==> config.mk <==
export PLATFORM = sky130hd
export DESIGN_NAME = rwdz_isqrt
export DESIGN_NICKNAME = d
export VERILOG_FILES = /design/src/design/radial_wave_damping_zone_defines.svh /design/src/design/rwdz_pkg.sv /design/src/design/rwdz_isqrt.sv
export SDC_FILE = /design/constraint.sdc
export NUM_CORES = 2
export LEC_CHECK = 0
export ABC_CLOCK_PERIOD_IN_PS = 3400
export BUFFER_PORTS_ARGS = -buffer_cell sky130_fd_sc_hd__buf_4
export CORE_UTILIZATION = 47
export DETAILED_ROUTE_END_ITERATION = 16
export GPL_ROUTABILITY_DRIVEN = 0
export HOLD_SLACK_MARGIN = 0.05
export SYNTH_ARGS = -nofsm -noshare
export SYNTH_HDL_FRONTEND = slang
export SYNTH_SLANG_ARGS = --single-unit
==> constraint.sdc <==
create_clock -name clk -period 3.4 [get_ports clk]
set_input_delay 0.68 -clock clk [delete_from_list [all_inputs] [get_ports clk]]
set_output_delay 0.68 -clock clk [all_outputs]
set_load 0.005 [all_outputs]
==> src/design/radial_wave_damping_zone_defines.svh <==
// Assertion macros for the radial wave damping zone.
// Depends on nothing; included by the top level, which carries the assertions.
`ifndef RADIAL_WAVE_DAMPING_ZONE_DEFINES_SVH
`define RADIAL_WAVE_DAMPING_ZONE_DEFINES_SVH

// A condition that must hold in the same cycle as its trigger.
`define RWDZ_ASSERT_IMPLIES(label, clk, rst, cond, expr) \
  label: assert property (@(posedge clk) disable iff (rst) (cond) |-> (expr)) \
    else $error("rwdz: check failed");

// A condition that must hold after its trigger, delayed by n.
`define RWDZ_ASSERT_DELAY(label, clk, rst, cond, n, expr) \
  label: assert property (@(posedge clk) disable iff (rst) (cond) |-> ##(n) (expr)) \
    else $error("rwdz: expected result did not appear");

`endif

==> src/design/rwdz_pkg.sv <==
// Shared widths, register codes, payload types and saturation for the damping zone.
// Depends on nothing; used by every module of the block.
`default_nettype none

package rwdz_pkg;

  localparam int VALUE_WIDTH = 32;
  localparam int RADIUS_W    = 31;
  localparam int FRAC_W      = 17;
  localparam int STEP_W      = 31;
  localparam int CFG_IDX_W   = 3;
  localparam int DIFF_W      = VALUE_WIDTH + 1;

  typedef enum logic [CFG_IDX_W-1:0] {
    REG_Y_MIN            = 3'd0,
    REG_Y_MAX            = 3'd1,
    REG_INNER_FRACTION   = 3'd2,
    REG_OUTER_FRACTION   = 3'd3,
    REG_TIME_STEP        = 3'd4,
    REG_FRAME_RATE_SHIFT = 3'd5
  } cfg_reg_t;

  // Zone geometry: positions and distances in signed Q16.16 with headroom.
  localparam int SPAN_W  = VALUE_WIDTH + 1;
  localparam int OFS_P_W = SPAN_W + FRAC_W + 1;
  localparam int POS_W   = 38;
  localparam int CAP_W   = POS_W + 9;

  // Ramp divider: 24 quotient bits, capped at 128.0.
  localparam int RAMP_W     = 24;
  localparam int RAMP_STEPS = RAMP_W;
  localparam int RDIV_W     = POS_W + RAMP_W;
  localparam int RAMP_LAT   = RAMP_STEPS + 2;

  // Square root of radius * 2^16.
  localparam int ROOT_W   = 24;
  localparam int SQ_IN_W  = 2 * ROOT_W;
  localparam int SQ_REM_W = ROOT_W + 4;
  localparam int ROOT_LAT = ROOT_W + 2;

  localparam int RAMP2_W   = 31;
  localparam int TAU1_W    = RADIUS_W + ROOT_W - 16;
  localparam int TAU_W     = TAU1_W + 12 - 16;
  localparam int DAMP_COEF = 2184;
  localparam int A_W       = STEP_W + RAMP2_W;

  // Weight divider: Q1.30 weight.
  localparam int W_BITS   = 30;
  localparam int WGT_W    = W_BITS + 1;
  localparam int DEN2_W   = 64;
  localparam int REM2_W   = DEN2_W + 1;
  localparam int WGT_LAT  = W_BITS + 2;

  localparam int LATE_DL  = WGT_LAT - 1;
  localparam int LATENCY  = RAMP_LAT + WGT_LAT + 6;

  typedef struct packed {
    logic        vld;
    logic        zone;
  } rwdz_ctl_t;

  typedef struct packed {
    logic [RADIUS_W-1:0]    r;
    logic [VALUE_WIDTH-1:0] dens;
    logic [VALUE_WIDTH-1:0] vaz;
    logic [VALUE_WIDTH-1:0] vrad;
    logic [VALUE_WIDTH-1:0] tdens;
    logic [VALUE_WIDTH-1:0] tvaz;
    logic [VALUE_WIDTH-1:0] tvrad;
  } cell_t;

  typedef struct packed {
    logic [VALUE_WIDTH-1:0] x_dens;
    logic [VALUE_WIDTH-1:0] x_vaz;
    logic [VALUE_WIDTH-1:0] x_vrad;
    logic [DIFF_W-1:0]      d_dens;
    logic [DIFF_W-1:0]      d_vaz;
    logic [DIFF_W-1:0]      d_vrad;
    logic                   pass;
  } late_t;

  localparam logic signed [63:0] SAT_HI = (64'sd1 <<< (VALUE_WIDTH - 1)) - 64'sd1;
  localparam logic signed [63:0] SAT_LO = -SAT_HI - 64'sd1;

  function automatic logic [VALUE_WIDTH-1:0] sat_value(input logic signed [63:0] v);
    logic [VALUE_WIDTH-1:0] res;
    if (v > SAT_HI) begin
      res = SAT_HI[VALUE_WIDTH-1:0];
    end else if (v < SAT_LO) begin
      res = SAT_LO[VALUE_WIDTH-1:0];
    end else begin
      res = v[VALUE_WIDTH-1:0];
    end
    return res;
  endfunction

endpackage

`default_nettype wire

==> src/design/rwdz_isqrt.sv <==
// Pipelined digit-by-digit integer square root of radius * 2^16, one root bit per stage.
// Depends on rwdz_pkg.
`default_nettype none

module rwdz_isqrt (
  input  wire logic                            clk,
  input  wire logic                            rst,
  input  wire logic                            in_valid,
  input  wire logic [rwdz_pkg::RADIUS_W-1:0]   radius,
  output logic                                 out_valid,
  output logic [rwdz_pkg::ROOT_W-1:0]          root
);

  logic                          vld [rwdz_pkg::ROOT_W+1];
  logic [rwdz_pkg::RADIUS_W-1:0] rad [rwdz_pkg::ROOT_W+1];
  logic [rwdz_pkg::SQ_REM_W-1:0] rem [rwdz_pkg::ROOT_W+1];
  logic [rwdz_pkg::ROOT_W-1:0]   rt  [rwdz_pkg::ROOT_W+1];

  always_ff @(posedge clk) begin
    if (rst) begin
      vld[0] <= 1'b0;
    end else begin
      vld[0] <= in_valid;
    end
    rad[0] <= radius;
    rem[0] <= '0;
    rt[0]  <= '0;
  end

  for (genvar i = 0; i < rwdz_pkg::ROOT_W; i++) begin : g_step
    logic [rwdz_pkg::SQ_IN_W-1:0]  xin;
    logic [rwdz_pkg::SQ_REM_W-1:0] cur;
    logic [rwdz_pkg::SQ_REM_W-1:0] trial;
    logic                          ge;
    assign xin   = {1'b0, rad[i], 16'b0};
    assign cur   = {rem[i][rwdz_pkg::SQ_REM_W-3:0], xin[rwdz_pkg::SQ_IN_W-1-2*i -: 2]};
    assign trial = rwdz_pkg::SQ_REM_W'({rt[i], 2'b01});
    assign ge    = cur >= trial;
    always_ff @(posedge clk) begin
      if (rst) begin
        vld[i+1] <= 1'b0;
      end else begin
        vld[i+1] <= vld[i];
      end
      rad[i+1] <= rad[i];
      rem[i+1] <= ge ? cur - trial : cur;
      rt[i+1]  <= {rt[i][rwdz_pkg::ROOT_W-2:0], ge};
    end
  end

  always_ff @(posedge clk) begin
    if (rst) begin
      out_valid <= 1'b0;
    end else begin
      out_valid <= vld[rwdz_pkg::ROOT_W];
    end
    root <= rt[rwdz_pkg::ROOT_W];
  end

endmodule

`default_nettype wire

==> flow_metrics.py <==
metrics = {
    "min_path": {
        "holdPathEnd": "rad[0][23]$_DFF_P_",
        "hold_class": "in2reg",
        "min_path_cells": 1,
        "hold_start": "radius[23]",
    },
    "synthesis": {
        "syn_nets": 4961,
        "synthFlopType": "dfxtp_1",
        "ys_ff_latch": 1172,
        "ys_top_cells_by_area": "dfxtp_1 (51%), ha_1 (8.5%), xnor2_1 (4.5%)",
        "ys_seq_area_share_pct": 51.3,
        "async_reset_ff_share_pct": 0,
        "syn-cell-area_sq_mm": 0.0457,
        "synth.avg_cell_area_sq_um": 9.92,
        "yosysWarningCount": 0,
        "ys_types": 92,
        "synthCells": 4611,
        "synth_edf_count": 0,
        "synth_top_area_share_pct": 51.3,
        "yosysTopAreaCell": "dfxtp_1",
    },
    "cts": {
        "numCtsBuffers": 119,
        "h-tree-depth": 3,
        "root_buffer": "clkbuf_16",
        "cts_tree": "built",
        "clock_path_buffers": 3,
        "clkTransAtPathRegs_ps": 60,
        "cts_sinks": 1172,
        "clk_latency_ps": 700,
    },
    "layout": {
        "nNetsFinal": 5150,
        "n_antenna_cell": 0,
        "mostFrequentLayoutCell": "dfxtp_1",
        "mostFrequentLayoutCells": "dfxtp_1 (1172), inv_1 (401), nand2_1 (321)",
        "regArea_sq_mm": 0.0235,
        "syn2layout_area_growth_pct": 14.9,
        "multi_input_area_sq_mm": 0.0205,
        "layout-drive-gt1-share_pct": 8.63,
        "n_fill_cell": 8621,
    },
    "sta": {
        "finalSetupViolCount": 0,
        "rsz0062_at_grt": "false",
        "hold_violations": 0,
        "timing.hold.ws_ps": 103,
        "worst_slew_pin_slew_ps": 862,
        "relSlewSlack_pct": 42.4,
        "period_needed_ps": 3250,
        "setup_tns_ps": 0,
        "skew_ps": 26.2,
        "finalCritPeriodShare_pct": 95.5,
        "drv_slew": 0,
        "fmax_ghz": 0.308,
        "fin_ws_ps": 154,
    },
    "critical_path": {
        "r2r_cells": 11,
        "critPathMaxStageDelay_ps": 440,
        "cp-start-kind": "register",
        "cp_max_fo": 30,
        "path_buf_inv": 2,
        "r2r_slack_ps": 150,
        "slowest_stage": "fa_1",
        "crit_path_end_kind": "register",
        "cp.required_ps": 3990,
        "worstReg2RegStart": "rem[2][169]$_DFF_P_",
        "critPathKind": "reg2reg",
        "r2r_end": "rem[2][198]$_DFF_P_",
        "critical_path.cell_chain": "inv_1 -> ha_1 -> fa_1 -> a211o_1 -> a2111o_1 -> a41oi_4 -> o311a_1 -> o31ai_1 -> a21o_1 -> buf_12 -> mux2_2",
        "arrival_ps": 3830,
        "critPathTopFamily": "compound AO/OA/AOI/OAI gates",
    },
    "floorplan": {
        "pin_count": 59,
        "die_w_um": 314,
        "row_count": 114,
        "core_sq_mm": 0.0966,
        "start_util_pct": 47.4,
        "fp.dieH_um": 314,
        "die-area_sq_mm": 0.0986,
    },
    "pwr": {
        "vdd_drop_max_mv": 0.483,
        "power.density_mw_per_mm2": 729,
        "leakage_nw": 24.6,
        "power.total_mw": 38.3,
    },
    "placement": {
        "post-place-ws_ps": 141,
        "io_buffers": 58,
        "place_hpwl_mm": 67.3,
    },
    "global_route": {
        "met1_usage_pct": 23.2,
        "overflow": 0,
        "grtUsageMet3_pct": 2.74,
        "grt_max_degree": 41,
        "grt_pass1_wl_mm": 147,
        "grtUsageMet2_pct": 31.0,
        "grt_usage_pct": 18.0,
        "antenna_found_initial": 0,
        "grt.busiest_layer": "met2",
        "grt_pass1_vias": 30000,
    },
    "detailed_routing": {
        "via_per_inst": 5.02,
        "post_drt_wl_per_cell_um": 14.5,
        "first_pass_iters": 5,
        "drt_wl_total_mm": 89.4,
        "drtIter0Drc": 1572,
        "num_vias": 31000,
        "drc": 0,
        "ant_nets": 0,
    },
    "flow_run": {
        "max-cap-violations": 0,
    },
    "outcome": {
        "status": "completed",
    },
}
==> layout make-up <==
class	count	share of cell area, %
clock inverter	52	1.71
tap	1276	3.04
clock buffer	168	6.48
timing repair buffer	136	2.15
timing repair inverter	1	0.0143
inverter	407	2.91
sequential	1172	44.6
multi-input combinational	2963	39.1
==> kinds of logic after synthesis <==
family	after synthesis	synth area share (%)
DFF	1172	51.3
AOI/OAI and AO/OA	964	13.3
adders and majority gates	316	8.76
other	1	0.00820
xor gates and xnor gates	423	8.10
muxes	51	1.25
buffers and inverters	476	3.96
and+or+nand+nor	1208	13.3
==> power breakdown <==
| part | total (mW) | internal, mW | switching (mW) |
|---|---|---|---|
| Combinational | 6.41 | 3.08 | 3.33 |
| Sequential | 18.0 | 16.1 | 1.88 |
| Clock | 13.9 | 8.65 | 5.28 |
| Total | 38.3 | 27.8 | 10.5 |
==> synthesized netlist by cell type, types with 65 or more instances <==
cell,instances
nand3_1,77
a21oi_1,273
o21ai_0,256
a21o_1,114
nand2_1,321
xor2_1,188
nand2b_1,65
inv_1,402
nor2_1,286
ha_1,309
nor3_1,104
dfxtp_1,1172
xnor2_1,235
==> what timing repair did <==
item                                    CTS  global route
setup buffers                             0             1
endpoints found under the setup margin    0            53
hold buffers                             28             0
hold endpoints to repair                 28             0
resized for setup                         0            10
==> sequential cells by signal, indices dropped and copies added (netlist names) <==
| name | count |
|---|---|
| rt | 281 |
| rem | 558 |
| rad | 283 |
| root | 24 |
| vld | 25 |
| out_valid | 1 |
==> worst max path at each step <==
stage                        start                   to  slack (ps)  cells after the start
2_1_floorplan  rem[2][169]$_DFF_P_  rem[2][221]$_DFF_P_         250                     12
3_3_place_gp   rem[2][169]$_DFF_P_  rem[2][198]$_DFF_P_         140                     11
3_5_place_dp   rem[2][169]$_DFF_P_  rem[2][214]$_DFF_P_         140                     11
4_1_cts         rem[2][57]$_DFF_P_  rem[2][102]$_DFF_P_         110                     12
5_1_grt          rt[16][0]$_DFF_P_   rem[2][50]$_DFF_P_           1                     12
6_report       rem[2][169]$_DFF_P_  rem[2][198]$_DFF_P_         150                     11
==> per-stage QoR <==
stage               util, %  cell area [sq um]  instances
floorplan                 -              45700       4611
global placement       49.6              47900       5925
detailed placement     49.6              47900       5925
CTS                    54.4              52500       6173
global route           54.4              52600       6175
finish                 54.4              52600       6175
==> metal layers <==
metal / share of wire, % / up-vias / wire (um)
li1: - / 16200 / -
met1: 47 / 14100 / 41800
met2: 47 / 464 / 42300
met3: 3.8 / 153 / 3410
met4: 2.2 / 0 / 1930
met5: 0 / - / 0
==> worst register-to-register path, cell delays in order, from the launching register on <==
cell      delay [ps]
dfxtp_1          320
inv_1             50
ha_1             210
fa_1             440
a211o_1          340
a2111o_1         440
a41oi_4          300
o311a_1          250
o31ai_1          100
a21o_1           240
buf_12           180
mux2_2           290
Power figures use the tool's default switching activity.
