<file path="src/design/radial_wave_damping_zone_defines.svh">
// Assertion macros for the radial wave damping zone.
// Depends on nothing; included by the top level, which carries the assertions.
`ifndef RADIAL_WAVE_DAMPING_ZONE_DEFINES_SVH
`define RADIAL_WAVE_DAMPING_ZONE_DEFINES_SVH

// A condition that must hold in the same cycle as its trigger.
`define RWDZ_ASSERT_IMPLIES(label, clk, rst, cond, expr) \
  label: assert property (@(posedge clk) disable iff (rst) (cond) |-> (expr)) \
    else $error("rwdz: check failed");

// A condition that must hold after its trigger, delayed by n.
`define RWDZ_ASSERT_DELAY(label, clk, rst, cond, n, expr) \
  label: assert property (@(posedge clk) disable iff (rst) (cond) |-> ##(n) (expr)) \
    else $error("rwdz: expected result did not appear");

`endif

</file>
<file path="src/design/rwdz_pkg.sv">
// Shared widths, register codes, payload types and saturation for the damping zone.
// Depends on nothing; used by every module of the block.
`default_nettype none

package rwdz_pkg;

  localparam int VALUE_WIDTH = 32;
  localparam int RADIUS_W    = 31;
  localparam int FRAC_W      = 17;
  localparam int STEP_W      = 31;
  localparam int CFG_IDX_W   = 3;
  localparam int DIFF_W      = VALUE_WIDTH + 1;

  typedef enum logic [CFG_IDX_W-1:0] {
    REG_Y_MIN            = 3'd0,
    REG_Y_MAX            = 3'd1,
    REG_INNER_FRACTION   = 3'd2,
    REG_OUTER_FRACTION   = 3'd3,
    REG_TIME_STEP        = 3'd4,
    REG_FRAME_RATE_SHIFT = 3'd5
  } cfg_reg_t;

  // Zone geometry: positions and distances in signed Q16.16 with headroom.
  localparam int SPAN_W  = VALUE_WIDTH + 1;
  localparam int OFS_P_W = SPAN_W + FRAC_W + 1;
  localparam int POS_W   = 38;
  localparam int CAP_W   = POS_W + 9;

  // Ramp divider: 24 quotient bits, capped at 128.0.
  localparam int RAMP_W     = 24;
  localparam int RAMP_STEPS = RAMP_W;
  localparam int RDIV_W     = POS_W + RAMP_W;
  localparam int RAMP_LAT   = RAMP_STEPS + 2;

  // Square root of radius * 2^16.
  localparam int ROOT_W   = 24;
  localparam int SQ_IN_W  = 2 * ROOT_W;
  localparam int SQ_REM_W = ROOT_W + 4;
  localparam int ROOT_LAT = ROOT_W + 2;

  localparam int RAMP2_W   = 31;
  localparam int TAU1_W    = RADIUS_W + ROOT_W - 16;
  localparam int TAU_W     = TAU1_W + 12 - 16;
  localparam int DAMP_COEF = 2184;
  localparam int A_W       = STEP_W + RAMP2_W;

  // Weight divider: Q1.30 weight.
  localparam int W_BITS   = 30;
  localparam int WGT_W    = W_BITS + 1;
  localparam int DEN2_W   = 64;
  localparam int REM2_W   = DEN2_W + 1;
  localparam int WGT_LAT  = W_BITS + 2;

  localparam int LATE_DL  = WGT_LAT - 1;
  localparam int LATENCY  = RAMP_LAT + WGT_LAT + 6;

  typedef struct packed {
    logic        vld;
    logic        zone;
  } rwdz_ctl_t;

  typedef struct packed {
    logic [RADIUS_W-1:0]    r;
    logic [VALUE_WIDTH-1:0] dens;
    logic [VALUE_WIDTH-1:0] vaz;
    logic [VALUE_WIDTH-1:0] vrad;
    logic [VALUE_WIDTH-1:0] tdens;
    logic [VALUE_WIDTH-1:0] tvaz;
    logic [VALUE_WIDTH-1:0] tvrad;
  } cell_t;

  typedef struct packed {
    logic [VALUE_WIDTH-1:0] x_dens;
    logic [VALUE_WIDTH-1:0] x_vaz;
    logic [VALUE_WIDTH-1:0] x_vrad;
    logic [DIFF_W-1:0]      d_dens;
    logic [DIFF_W-1:0]      d_vaz;
    logic [DIFF_W-1:0]      d_vrad;
    logic                   pass;
  } late_t;

  localparam logic signed [63:0] SAT_HI = (64'sd1 <<< (VALUE_WIDTH - 1)) - 64'sd1;
  localparam logic signed [63:0] SAT_LO = -SAT_HI - 64'sd1;

  function automatic logic [VALUE_WIDTH-1:0] sat_value(input logic signed [63:0] v);
    logic [VALUE_WIDTH-1:0] res;
    if (v > SAT_HI) begin
      res = SAT_HI[VALUE_WIDTH-1:0];
    end else if (v < SAT_LO) begin
      res = SAT_LO[VALUE_WIDTH-1:0];
    end else begin
      res = v[VALUE_WIDTH-1:0];
    end
    return res;
  endfunction

endpackage

`default_nettype wire

</file>
<file path="src/design/rwdz_ramp_div.sv">
// Pipelined restoring divider for the zone ramp, one quotient bit per stage.
// Depends on rwdz_pkg.
`default_nettype none

module rwdz_ramp_div (
  input  wire logic                             clk,
  input  wire logic                             rst,
  input  wire rwdz_pkg::rwdz_ctl_t              ctl,
  input  wire logic signed [rwdz_pkg::POS_W-1:0] num,
  input  wire logic signed [rwdz_pkg::POS_W-1:0] den,
  output logic                                  out_valid,
  output logic [rwdz_pkg::RAMP_W-1:0]           ramp
);

  localparam logic [rwdz_pkg::RAMP_W-1:0] RampCap =
    rwdz_pkg::RAMP_W'(1) << (rwdz_pkg::RAMP_W - 1);

  logic                          vld  [rwdz_pkg::RAMP_STEPS+1];
  logic                          zone [rwdz_pkg::RAMP_STEPS+1];
  logic                          cap  [rwdz_pkg::RAMP_STEPS+1];
  logic [rwdz_pkg::RDIV_W-1:0]   rem  [rwdz_pkg::RAMP_STEPS+1];
  logic [rwdz_pkg::POS_W-2:0]    dv   [rwdz_pkg::RAMP_STEPS+1];
  logic [rwdz_pkg::RAMP_W-1:0]   quo  [rwdz_pkg::RAMP_STEPS+1];
  logic                          cap_in;

  // The ramp saturates when the zone is empty or the quotient reaches 128.0.
  assign cap_in = (den <= 0) ||
                  ($signed(rwdz_pkg::CAP_W'(num)) >= ($signed(rwdz_pkg::CAP_W'(den)) <<< 8));

  always_ff @(posedge clk) begin
    if (rst) begin
      vld[0] <= 1'b0;
    end else begin
      vld[0] <= ctl.vld;
    end
    zone[0] <= ctl.zone;
    cap[0]  <= cap_in;
    rem[0]  <= rwdz_pkg::RDIV_W'({num[rwdz_pkg::POS_W-2:0], 16'b0});
    dv[0]   <= den[rwdz_pkg::POS_W-2:0];
    quo[0]  <= '0;
  end

  for (genvar i = 0; i < rwdz_pkg::RAMP_STEPS; i++) begin : g_step
    logic [rwdz_pkg::RDIV_W-1:0] dsh;
    logic                        ge;
    assign dsh = rwdz_pkg::RDIV_W'(dv[i]) << (rwdz_pkg::RAMP_W - 1 - i);
    assign ge  = rem[i] >= dsh;
    always_ff @(posedge clk) begin
      if (rst) begin
        vld[i+1] <= 1'b0;
      end else begin
        vld[i+1] <= vld[i];
      end
      zone[i+1] <= zone[i];
      cap[i+1]  <= cap[i];
      dv[i+1]   <= dv[i];
      rem[i+1]  <= ge ? rem[i] - dsh : rem[i];
      quo[i+1]  <= quo[i] | (ge ? rwdz_pkg::RAMP_W'(1) << (rwdz_pkg::RAMP_W - 1 - i) : '0);
    end
  end

  always_ff @(posedge clk) begin
    if (rst) begin
      out_valid <= 1'b0;
    end else begin
      out_valid <= vld[rwdz_pkg::RAMP_STEPS];
    end
    if (!zone[rwdz_pkg::RAMP_STEPS]) begin
      ramp <= '0;
    end else if (cap[rwdz_pkg::RAMP_STEPS] || quo[rwdz_pkg::RAMP_STEPS][rwdz_pkg::RAMP_W-1]) begin
      ramp <= RampCap;
    end else begin
      ramp <= quo[rwdz_pkg::RAMP_STEPS];
    end
  end

endmodule

`default_nettype wire

</file>
<file path="config.mk">
export PLATFORM = sky130hd
export DESIGN_NAME = rwdz_ramp_div
export DESIGN_NICKNAME = d
export VERILOG_FILES = /design/src/design/radial_wave_damping_zone_defines.svh /design/src/design/rwdz_pkg.sv /design/src/design/rwdz_ramp_div.sv
export SDC_FILE = /design/constraint.sdc
export NUM_CORES = 2
export LEC_CHECK = 0
export ABC_CLOCK_PERIOD_IN_PS = 6200
export BUFFER_PORTS_ARGS = -buffer_cell sky130_fd_sc_hd__buf_2
export CORE_MARGIN = 2
export CORE_UTILIZATION = 40
export CTS_CLUSTER_SIZE = 28
export DETAILED_ROUTE_END_ITERATION = 10
export PLACE_DENSITY_LB_ADDON = 0.08
export SYNTH_ARGS = -nofsm -noshare
export SYNTH_HDL_FRONTEND = slang
export SYNTH_SLANG_ARGS = --single-unit
</file>
<file path="constraint.sdc">
create_clock -name clk -period 6.2 [get_ports clk]
set_input_delay 1.24 -clock clk [delete_from_list [all_inputs] [get_ports clk]]
set_output_delay 1.24 -clock clk [all_outputs]
set_load 0.01 [all_outputs]
</file>
==> out/qor.csv <==
stage,metric,value,unit
status,outcome,finished clean,
clock_network,clkTransAtPathRegs,0.07,ns
timing,hold_violations,0,
drt,drtAntennaViolNets,0,
clock_network,cts_hold_buf,0,
worst_setup_path,crit_family,compound AO/OA/AOI/OAI gates,
yosys,synth_area,116000,sq um
drt,drc,0,
floorplan,die-width,543,um
clock_network,clk_latency,0.88,ns
yosys,ys.flop_type,dfxtp_1,
global_route,grt_first_pass_wirelength,516000,um
global_route,grt_use_total,22.1,%
timing,min_period,4.77,ns
worst_setup_path,slowest_delay,0.57,ns
yosys,synth_seq_area_share,43.1,%
drt,drt_pass1_iterations,6,
floorplan,die_area,295000,sq um
worst_setup_path,crit_required,6.96,ns
timing,grt_setup_unrepaired,no,
timing,post-route-period-util,76.9,%
timing,tightest_slew,1.28,ns
placement,io_buffers,104,
yosys,yosys.area.top_type,dfxtp_1,
worst_setup_path,rrSetupSlack,1.43,ns
clock_network,clock-sinks,2503,
global_route,grt_pass1_vias,89600,
timing,maxSlewHeadroom,13.3,%
drt,viasPerCell,5.32,
floorplan,rows,197,
hold_path,min_from,quo[4][67]$_DFF_P_,
clock_network,cts_resized,0,
floorplan,coreArea,289000,sq um
pwr,p_leak,57.8,nW
yosys,yosys.area.top_type_share,43.1,%
floorplan,fp.dieH,543,um
hold_path,min_to,quo[4][91]$_DFF_P_,
worst_setup_path,crit_chain,inv_1 > ha_1 > fa_1 > nor2b_1 > o31a_1 > o221ai_1 > o32a_1 > o211ai_1 > a31oi_1 > o21ai_0 > a211oi_1 > nand3_2 > buf_4 > mux2_2,
timing,max_freq,0.210,GHz
timing,finalMaxSlewViolations,0,
yosys,yosys-top-cells-area,"dfxtp_1 43%, ha_1 9.9%, a21oi_1 5.0%",
worst_setup_path,reg2reg_from,rem[0][206]$_DFF_P_,
worst_setup_path,critPathBufInv,2,
timing,finClkSkew,0.0283,ns
worst_setup_path,r2r_cells,14,
drt,drt_iter0_markers,6922,
global_route,grt_max_degree,74,
clock_network,cts_setup_buffers,0,
global_route,antenna_found_initial,17,
drt,wl_per_cell,19.4,um
yosys,ys_seq_elements,2503,
worst_setup_path,path_max_fanout,66,
clock_network,clock_path_buffers,4,
timing,setup_violations,0,
final_layout,layout-drive-gt1-share,6.28,%
worst_setup_path,rr_endpoint,rem[0][271]$_DFF_P_,
yosys,synth_cell_types,96,
clock_network,h-tree-depth,5,
final_layout,num-nets-final,14200,
job,maxCapViolCount,0,
clock_network,cts_made_buffers,281,
yosys,ys_warn_count,0,
worst_setup_path,critPathSlowestCell,buf_4,
hold_path,hp-class,reg -> reg,
yosys,synth-edff-count,0,
pwr,p_total,71.8,mW
final_layout,syn2layout_area_growth,12.2,%
placement,dpl.hpwl,267000,um
worst_setup_path,critical_path_class,reg -> reg,
pwr,power_density,551,nW/um^2
timing,tns,0,ns
yosys,ys_async_sr_fraction,0,%
drt,vias,91800,
floorplan,num_io_pins,105,
worst_setup_path,cp-start-kind,flop,
yosys,syn_inst,13100,
pwr,ir_drop,0.000260,V
yosys,synth_fp_nets,14100,
placement,gp_congestion,0.914,
drt,drt_wl_total,334000,um
clock_network,root_buffer,clkbuf_16,
hold_path,holdPathStages,0,
clock_network,tritoncts,yes,
worst_setup_path,cp-end-kind,flop,
global_route,grt-ovfl-total,0,
floorplan,initial_core_util,40.3,%
worst_setup_path,crit_arrival,5.53,ns
yosys,syn_avg_cell_area,8.87,sq um
registers in the layout, indices dropped and copies added (netlist names):
name and count:
dv 888, cap 25, out_valid 1, quo 300, zone 25, rem 1215, ramp 24, vld 25
area by class of cell:
cell class / instances / area (sq um)
timing repair buffer: 137 / 806
fill: 28000 / 158000
clock buffer: 380 / 7980
antenna: 8 / 20.0
multi-input combinational: 9085 / 60600
tap: 3880 / 4850
clock inverter: 125 / 1820
sequential: 2503 / 50100
inverter: 1134 / 4260
cells by family (layout without fill, tap and decap cells):
family / after synthesis / in the layout / synth area share [%]
compound gates: 3433 / 3433 / 18.0
xor+xnor: 1030 / 1030 / 7.76
fa+ha+maj: 941 / 941 / 10.3
buf+inv: 1511 / 1776 / 4.91
flops: 2503 / 2503 / 43.1
mux: 122 / 122 / 1.18
other cells: 0 / 8 / 0
simple gates: 3559 / 3559 / 14.7
per-stage QoR:
step | utilization [%] | cells | hold slack, ns | area [sq um] | setup slack, ns
final | 45.2 | 17300 | 0.310 | 130000 | 1.43
after global routing | 45.2 | 17200 | 0.325 | 130000 | 1.16
after CTS | 45.2 | 17200 | 0.322 | 130000 | 1.50
after detailed placement | 41.8 | 16700 | 0.312 | 121000 | 1.55
after global placement | 41.8 | 16700 | 0.310 | 121000 | 1.59
after floorplan | - | 13100 | 0.310 | 116000 | 2.69
layout by cell type, fill, tap and decap left out, drive strengths merged, types with 51 or more instances in the layout:
cell type | synthesis | final
dfxtp | 2503 | 2503
a21oi | 1164 | 1164
inv | 1131 | 1150
nand2 | 1095 | 1095
ha | 918 | 918
o21ai | 913 | 913
nor2 | 904 | 904
xnor2 | 564 | 564
xor2 | 466 | 466
a21o | 460 | 460
clkbuf | 338 | 380
nand3 | 246 | 246
nand4 | 211 | 211
nor3 | 204 | 204
nor2b | 145 | 145
nor4 | 139 | 139
buf | 39 | 137
o21a | 134 | 134
nand2b | 132 | 132
o21bai | 124 | 124
mux2 | 119 | 119
a31oi | 98 | 98
and3 | 94 | 94
or3 | 89 | 89
a211oi | 85 | 85
and2 | 77 | 77
clkinv | 3 | 61
o31ai | 56 | 56
o211ai | 51 | 51
or4 | 51 | 51
synth_stat cells (all sizes together) (211+ instances only):
library cell  count
clkbuf          338
a21o            460
nand3           246
nand2          1095
nand4           211
xnor2           564
a21oi          1164
o21ai           913
xor2            466
inv            1131
ha              918
nor2            904
dfxtp          2503
report_power, final:
| part | switching, mW | internal [mW] | total (mW) | leakage, nW |
|---|---|---|---|---|
| logic | 17.7 | 12.5 | 30.2 | 32.1 |
| registers | 3.76 | 20.5 | 24.3 | 21.0 |
| clock network | 6.89 | 10.4 | 17.3 | 4.77 |
worst max-delay path by stage:
stage,from,end,slack (ns),cells past startpoint
final,rem[0][206]$_DFF_P_,rem[0][271]$_DFF_P_,1.43,14
after global routing,dv[2][2]$_DFF_P_,rem[2][81]$_DFF_P_,1.16,12
after CTS,dv[2][2]$_DFF_P_,rem[2][81]$_DFF_P_,1.50,12
after detailed placement,dv[2][2]$_DFF_P_,rem[2][81]$_DFF_P_,1.55,12
after global placement,dv[2][2]$_DFF_P_,rem[2][81]$_DFF_P_,1.59,12
after floorplan,dv[1][185]$_DFF_P_,rem[1][385]$_DFF_P_,2.69,13
per-layer routing:
metal  vias up  wire length, um  part of all wire, %  track usage (%)
met3       476            17000                  5.1             2.91
li1      45500                -                    -                -
met2      2220           156000                   47             37.0
met5         -                0                    0                0
met1     43600           153000                   46             29.7
met4         0             8110                  2.4             5.58
Power figures use the tool's default switching activity.
